<file path="config.mk">
export PLATFORM = sky130hd
export DESIGN_NAME = ftfb_regs_flat
export DESIGN_NICKNAME = d
export VERILOG_FILES = /design/src/rtl/ftfb_pkg.sv /design/src/rtl/ftfb_cfg_if.sv /design/src/rtl/ftfb_regs.sv /design/src/flat_wrapper.sv
export SDC_FILE = /design/constraint.sdc
export NUM_CORES = 1
export LEC_CHECK = 0
export BUFFER_PORTS_ARGS = -buffer_cell sky130_fd_sc_hd__buf_4
export CAP_MARGIN = 30
export CORE_MARGIN = 10
export CORE_UTILIZATION = 28
export DETAILED_ROUTE_END_ITERATION = 6
export SYNTH_ARGS = -nofsm -noshare
export SYNTH_HDL_FRONTEND = slang
export SYNTH_SLANG_ARGS = --single-unit
</file>
<file path="constraint.sdc">
create_clock -name clk -period 0.9 [get_ports clk]
set_input_delay 0.045 -clock clk [delete_from_list [all_inputs] [get_ports clk]]
set_output_delay 0.045 -clock clk [all_outputs]
set_load 0.005 [all_outputs]
</file>
<file path="src/rtl/ftfb_pkg.sv">
// shared types, codes and helpers for the fragment texture, fog and blend pipeline
package ftfb_pkg;

	localparam int unsigned CfgIdxW = 3;
	localparam logic [CfgIdxW-1:0] REG_FLAGS   = 3'd0;
	localparam logic [CfgIdxW-1:0] REG_COMBINE = 3'd1;
	localparam logic [CfgIdxW-1:0] REG_CONST   = 3'd2;
	localparam logic [CfgIdxW-1:0] REG_TINT    = 3'd3;
	localparam logic [CfgIdxW-1:0] REG_FOG_END = 3'd4;
	localparam logic [CfgIdxW-1:0] REG_FOG_INV = 3'd5;

	localparam logic [1:0] OP_PASS     = 2'd0;
	localparam logic [1:0] OP_MODULATE = 2'd1;
	localparam logic [1:0] OP_ADD      = 2'd2;

	localparam logic [1:0] OUT_WRITTEN   = 2'd0;
	localparam logic [1:0] OUT_UNCOVERED = 2'd1;
	localparam logic [1:0] OUT_DEPTH     = 2'd2;
	localparam logic [1:0] OUT_ALPHA     = 2'd3;

	localparam logic [7:0] ALPHA_MIN = 8'd4;

	typedef struct packed {
		logic        covered;
		logic [31:0] texel_00;
		logic [31:0] texel_01;
		logic [31:0] texel_10;
		logic [31:0] texel_11;
		logic [7:0]  frac_u;
		logic [7:0]  frac_v;
		logic [31:0] vertex_color;
		logic [23:0] frag_depth;
		logic [23:0] stored_depth;
		logic [31:0] dest_color;
		logic signed [23:0] fog_distance;
	} frag_t;

	typedef struct packed {
		logic        color_write;
		logic [31:0] color_out;
		logic        depth_write;
		logic [23:0] depth_out;
		logic [1:0]  outcome;
	} result_t;

	typedef struct packed {
		logic [7:0]  flags;
		logic [1:0]  combine_op;
		logic [31:0] constant_factor;
		logic [31:0] fog_tint;
		logic signed [23:0] fog_end;
		logic [23:0] fog_inv_range;
	} cfg_t;

	// per channel (a*(256-f) + b*f) >> 8, f in 0..256
	function automatic logic [7:0] lerp8(input logic [7:0] a, input logic [7:0] b,
			input logic [8:0] f);
		logic [17:0] s;
		s = 18'(a) * 18'(9'd256 - f) + 18'(b) * 18'(f);
		return s[15:8];
	endfunction

	function automatic logic [31:0] lerp_argb(input logic [31:0] a, input logic [31:0] b,
			input logic [8:0] f);
		logic [31:0] r;
		for (int i = 0; i < 4; i++)
			r[i*8 +: 8] = lerp8(a[i*8 +: 8], b[i*8 +: 8], f);
		return r;
	endfunction

endpackage

</file>
<file path="src/rtl/ftfb_cfg_if.sv">
// configuration write channel
interface ftfb_cfg_if import ftfb_pkg::*; ();
	logic               valid;
	logic               ready;
	logic [CfgIdxW-1:0] index;
	logic [31:0]        wdata;
	modport source (output valid, output index, output wdata, input ready);
	modport sink (input valid, input index, input wdata, output ready);
endinterface

</file>
<file path="src/rtl/ftfb_regs.sv">
// configuration register file
module ftfb_regs import ftfb_pkg::*; (
	input  logic       clk,
	input  logic       arst_n,
	ftfb_cfg_if.sink   cfg,
	output cfg_t       regs
);
	cfg_t regs_q;
	assign cfg.ready = 1'b1;
	assign regs = regs_q;

	always_ff @(posedge clk or negedge arst_n) begin
		if (!arst_n) begin
			regs_q <= '0;
		end else if (cfg.valid) begin
			unique case (cfg.index)
				REG_FLAGS:   regs_q.flags <= cfg.wdata[7:0];
				REG_COMBINE: regs_q.combine_op <= cfg.wdata[1:0];
				REG_CONST:   regs_q.constant_factor <= cfg.wdata;
				REG_TINT:    regs_q.fog_tint <= cfg.wdata;
				REG_FOG_END: regs_q.fog_end <= cfg.wdata[23:0];
				REG_FOG_INV: regs_q.fog_inv_range <= cfg.wdata[23:0];
				default: ;
			endcase
		end
	end
endmodule

</file>
<file path="src/flat_wrapper.sv">
// flat-port wrapper written by rule: the top's interface ports become plain ports
module ftfb_regs_flat import ftfb_pkg::*;
  (clk, arst_n, regs, cfg_valid, cfg_index, cfg_wdata, cfg_ready);
  ftfb_cfg_if cfg_i ();
  input  logic clk;
  input  logic arst_n;
  output cfg_t regs;
  input wire logic [$bits(cfg_i.valid)-1:0] cfg_valid;
  input wire logic [$bits(cfg_i.index)-1:0] cfg_index;
  input wire logic [$bits(cfg_i.wdata)-1:0] cfg_wdata;
  output wire logic [$bits(cfg_i.ready)-1:0] cfg_ready;
  assign cfg_i.valid = cfg_valid;
  assign cfg_i.index = cfg_index;
  assign cfg_i.wdata = cfg_wdata;
  assign cfg_ready = cfg_i.ready;
  ftfb_regs u_core (.clk(clk), .arst_n(arst_n), .cfg(cfg_i), .regs(regs));
endmodule
</file>
==> run_results.csv, run 1 <==
group,metric,value,unit
yosys,syn_area_per_cell,18.0,µm²
final_layout,largest_reg_flops,122,
outcome,violations,"negative setup slack",
die,ios,161,
final_layout,final_cell_area,8470,µm²
global_route,use_met3,0.0702,
placed_design,hpwl,9320,µm
sta,max_freq,994,MHz
global_route,overflow,0,
yosys,synth-simple-area-share,0.0173,
critical_path,critPathMaxStageDelay,420,ps
yosys,synth_warnings,0,
die,die_area,22600,µm²
clock_network,cts_buffer_depth,2,
global_route,grt-busiest-layer,"met2",
critical_path,crit_required,850,ps
yosys,synth.distinct_cells,15,
die,die-height,150,µm
critical_path,cpMaxStageDelayCell,"dfrtp_1",
final_layout,antenna_cells,0,
clock_network,clkSinkCount,122,
power_and_ir_drop,power_density,2520,nW/µm²
clock_network,clockRootBuffer,"clkbuf_16",
sta,finalCritPeriodShare,1.12,
critical_path,crit_type,"register to primary output",
sta,min_period,1010,ps
yosys,postSynthCellCount,265,
global_route,met1_usage,0.144,
sta,rsz0062_at_grt,"yes",
yosys,synthXorXnorAreaFrac,0,
global_route,grt_usage,0.125,
critical_path,path_cells,"buf_6",
clock_network,cts_tree,"done",
sta,clock_skew,0,ps
final_layout,nNetsFinal,568,
job,maxCapViolCount,0,
yosys,synth_nets,303,
sta,hold_viol,0,
yosys,synth.largest_area_cell,"dfrtp_1",
critical_path,crit_arrival,960,ps
sta,worst_slack,-106,ps
yosys,synth_compound_area_frac,0,
global_route,grt_pass1_vias,3657,
yosys,synthArstFlopShare,1.00,
hold_path,hp-class,"input port to register",
power_and_ir_drop,leakage,4.07,nW
yosys,synth-edff-count,0,
detailed_routing,drc,0,
detailed_routing,dr.pass1.iters,4,
yosys,synthTopCellsByArea,"dfrtp_1, mux2_2, mux2_4",
final_layout,layout-drive-gt1-share,0.709,
yosys,synth_top_family_by_area,"multiplexers",
placed_design,io_buffers,159,
detailed_routing,viasPerCell,4.30,
yosys,ys_ff_latch,122,
yosys,muxShareOfSynthArea,0.312,
yosys,synthFlopType,"dfrtp_1",
yosys,synth_most_common_cell,"dfrtp_1",
power_and_ir_drop,power,21.4,mW
placed_design,postPlaceCellArea,6470,µm²
detailed_routing,drt-total-wl,14500,µm
critical_path,end_kind,"primary output",
detailed_routing,wl_per_cell,19.1,µm
global_route,grtUsageMet2,0.191,
power_and_ir_drop,ir_drop,1.25,mV
clock_network,cts_max_level,4,
final_layout,seq_area,3050,µm²
global_route,grt_start_max_net_pins,53,
final_layout,multi_input_area,1780,µm²
global_route,grt_pass1_wl,21600,µm
global_route,antenna_found_initial,0,
yosys,netlist_top_cells_count,"dfrtp_1, mux2_2, mux2_4, mux2_1, buf_2",
final_layout,area_growth,77.8,%
die,core_area,16600,µm²
detailed_routing,dr.first_iter.drc_count,80,
die,die_w,150,µm
clock_network,clk_pin_slew,60,ps
placed_design,dp_cells,642,
final_layout,nFillCells,1346,
die,rows,47,
sta,final-setup-viol-count,142,
detailed_routing,num_vias,3282,
placed_design,place_congestion,0.745,
sta,maxSlewViolCount,0,
yosys,synthAdderAreaFrac,0,
critical_path,cp-start-kind,"register",
critical_path,worstPathMaxFanout,2,
critical_path,cp_top_family,"flip-flops",
yosys,seq_area_frac_synth,0.641,
die,start_util,0.286,
final_layout,stdcell_count,763,
outcome,outcome,"complete, but fails checks",
critical_path,crit_buf_inv,1,
clock_network,numCtsBuffers,17,
clock_network,clock_latency,410,ps
detailed_routing,drtAntennaViolNets,0,
yosys,post-synth-top-area-fraction,0.641,
yosys,syn_area,4760,µm²
-- placed cells by master, fill, tap and decap left out, drive strengths merged, types with 2 or more instances in the layout --
cell type	netlist	final
clkinvlp	0	4
mux2	122	122
dfrtp	122	122
clkbuf	0	21
clkinv	0	3
and4bb	2	2
nand4b	2	2
buf	14	226
bufinv	0	5
dlygate4sd3	0	33
-- cells by family after synthesis --
logic type	Yosys count
flip-flops	122
other	1
AND/OR/NAND/NOR	6
buffers and inverters	14
multiplexers	122
-- per-stage QoR --
stage | hold WS [ps] | setup slack (ps) | setup TNS (ps) | utilization
4_1_cts | 150 | -119 | -11190 | 0.494
3_3_place_gp | 73.6 | -425 | -36090 | 0.389
6_report | 170 | -106 | -8710 | 0.509
3_5_place_dp | 69.9 | -453 | -38750 | 0.389
2_1_floorplan | -251 | -257 | -17790 | -
5_1_grt | 153 | -144 | -14250 | 0.509
-- what timing repair did --
action,4_1_cts,5_1_grt
cloned,0,1
endpoints found under the setup margin,123,170
pin swaps,1,1
hold buffers,33,0
buffers inserted,40,15
resized for setup,124,29
endpoints found under the hold margin,244,0
-- worst paths after layout --
| path | start | endpoint | depth (start not counted) | slack, ps |
|---|---|---|---|---|
| min in group asynchronous | arst_n | u_core.regs[92] | 3 | 200 |
| min reg2reg | u_core.regs[76] | u_core.regs[76] | 1 | 530 |
| max reg2reg | u_core.regs[45] | u_core.regs[45] | 2 | -40 |
| min | cfg_index[1] | u_core.regs[116] | 4 | 170 |
| max | u_core.regs[45] | regs[45] | 1 | -110 |
| max in group asynchronous | arst_n | u_core.regs[105] | 3 | 400 |
-- area by class of cell --
class,count,share of cell area
clock buffers,20,0.0539
clock inverters,12,0.0231
multi-input cells,129,0.210
flip-flops and latches,122,0.361
well taps,220,0.0325
repair buffers,260,0.320
-- report_power, final --
| part | switching [mW] | total, mW | internal (mW) |
|---|---|---|---|
| Sequential | 0.999 | 7.71 | 6.71 |
| Combinational | 1.64 | 6.14 | 4.51 |
| Clock | 2.46 | 7.50 | 5.04 |
| Total | 5.10 | 21.4 | 16.3 |
-- per-layer routing --
layer,part of all wire,up-vias
met5,0,-
met4,0.012,0
met3,0.11,13
met2,0.47,115
met1,0.41,1681
li1,-,1473
Note: power is estimated with default switching activity, not from simulation.
==> run 2, diff against run 1 <==
==> constraint.sdc (replaced) <==
create_clock -name clk -period 1.3 [get_ports clk]
set_input_delay 0.065 -clock clk [delete_from_list [all_inputs] [get_ports clk]]
set_output_delay 0.065 -clock clk [all_outputs]
set_load 0.005 [all_outputs]
==> run 2 against run 1 <==
  * The run now ends clean
  * Highest routed layer unchanged
  * Clock skew unchanged
  * Via count shrank 7.9%
  * Count of clock-buffer cells in the layout decreased by 2
  * Critical path type unchanged
  * Sequential share of layout area grew 6.0 points
  * Wire length decreased by 11%
  * Largest power group unchanged
  * Setup slack improved by 390 ps
==> run_results.csv, run 2 (same netlist as run 1, synthesis figures left out) <==
group,metric,value,unit
die,die-height,150,µm
clock_network,cts_resized,0,
critical_path,crit_required,1240,ps
critical_path,critPathMaxStageDelay,400,ps
final_layout,largest_reg_flops,122,
clock_network,cts_buffer_depth,2,
clock_network,cts_max_level,4,
sta,final-setup-viol-count,0,
sta,rsz0062_at_grt,"no",
detailed_routing,drt-total-wl,12900,µm
clock_network,clk_pin_slew,50,ps
critical_path,rr_startpoint,"u_core.regs[39]",
global_route,grt_start_max_net_pins,66,
power_and_ir_drop,leakage,3.41,nW
critical_path,cp_top_family,"flip-flops",
detailed_routing,dr.pass1.iters,4,
critical_path,worstPathMaxFanout,2,
clock_network,clockRootBuffer,"clkbuf_16",
detailed_routing,num_vias,3024,
global_route,antenna_found_initial,0,
final_layout,nNetsFinal,512,
sta,max_freq,981,MHz
sta,hold-worst-slack,213,ps
power_and_ir_drop,power_density,1780,nW/µm²
critical_path,reg2reg_depth,1,
power_and_ir_drop,ir_drop,0.976,mV
final_layout,layout-drive-gt1-share,0.659,
die,ios,161,
critical_path,cp-start-kind,"register",
final_layout,stdcell_count,707,
global_route,grt_pass1_wl,19900,µm
detailed_routing,drtAntennaViolNets,0,
die,die_area,22600,µm²
job,maxCapViolCount,0,
critical_path,r2r-end,"u_core.regs[39]",
clock_network,cts_tree,"done",
sta,min_period,1020,ps
clock_network,cts_setup_buffers,0,
detailed_routing,drc,0,
placed_design,io_buffers,159,
global_route,grt_usage,0.115,
final_layout,nFillCells,1516,
outcome,outcome,"finished clean",
final_layout,final_cell_mix,"buf_4, dfrtp_1, mux2_2",
clock_network,numCtsBuffers,17,
detailed_routing,viasPerCell,4.28,
critical_path,cpMaxStageDelayCell,"dfrtp_1",
clock_network,clock_latency,400,ps
die,die_w,150,µm
final_layout,seq_area,3050,µm²
critical_path,crit_type,"register to primary output",
placed_design,place_congestion,0.727,
detailed_routing,dr.first_iter.drc_count,67,
sta,clock_skew,0,ps
critical_path,path_cells,"buf_4",
hold_path,hp-class,"input port to async pin",
detailed_routing,wl_per_cell,18.3,µm
die,rows,47,
sta,finalCritPeriodShare,0.784,
final_layout,final_common_cell,"buf_4",
critical_path,crit_arrival,950,ps
die,start_util,0.286,
placed_design,postPlaceCellArea,6300,µm²
critical_path,crit_buf_inv,1,
final_layout,area_growth,52.6,%
sta,maxSlewViolCount,0,
final_layout,final_cell_area,7270,µm²
critical_path,end_kind,"primary output",
global_route,overflow,0,
global_route,grt_pass1_vias,3309,
sta,hold_viol,0,
clock_network,clkSinkCount,122,
final_layout,antenna_cells,0,
placed_design,dp_cells,642,
die,core_area,16600,µm²
critical_path,r2r_slack,510,ps
final_layout,multi_input_area,1590,µm²
placed_design,hpwl,9090,µm
## run 2: changes by cell type in the layout (fill, tap and decap cells not counted), sizes merged
cell / previous run / this run
clkinv: 3 / 6
inv: 0 / 1
clkinvlp: 4 / 3
bufinv: 5 / 4
buf: 226 / 171
clkbuf: 21 / 18
## run 2: metal layers
metal / up-vias / track usage / share of wire
li1: 1365 / - / -
met1: 1531 / 0.137 / 0.42
met2: 115 / 0.176 / 0.46
met3: 13 / 0.0621 / 0.11
met4: 0 / 0.0306 / 0.0093
met5: - / 0 / 0
## run 2: worst max-delay path by stage
stage                    startpoint  slack [ps]          endpoint  depth (start not counted)
finish              u_core.regs[39]         280          regs[39]                          1
global route        u_core.regs[49]         240          regs[49]                          1
CTS                 u_core.regs[80]         260          regs[80]                          1
detailed placement     cfg_index[0]         -50  u_core.regs[111]                          4
global placement       cfg_index[0]         -50   u_core.regs[80]                          4
floorplan              cfg_index[0]          80  u_core.regs[100]                          5
## run 2: what timing repair did
| action | 4_1_cts | 5_1_grt |
|---|---|---|
| setup endpoints to repair | 0 | 0 |
| hold buffers | 33 | 0 |
| hold endpoints to repair | 244 | 0 |
## run 2: area by class of cell
type	instances	share of cell area
flip-flops and latches	122	0.420
repair buffers	204	0.236
multi-input cells	129	0.219
clock buffers	18	0.0604
well taps	220	0.0379
clock inverters	14	0.0270
## run 2: through the flow
step	TNS, ps	setup WS [ps]	utilization	total power, mW
6_report	0	281	0.437	13.0
5_1_grt	0	237	0.437	13.6
4_1_cts	0	259	0.437	13.2
3_5_place_dp	-640	-51.9	0.379	8.00
3_3_place_gp	-380	-46.0	0.379	7.91
2_1_floorplan	0	77.3	-	6.08
## run 2: where the power goes
part	internal, mW	total, mW	switching [mW]
clock	3.26	5.00	1.74
combinational	1.88	2.83	0.943
sequential	4.64	5.12	0.481
total	9.79	13.0	3.16
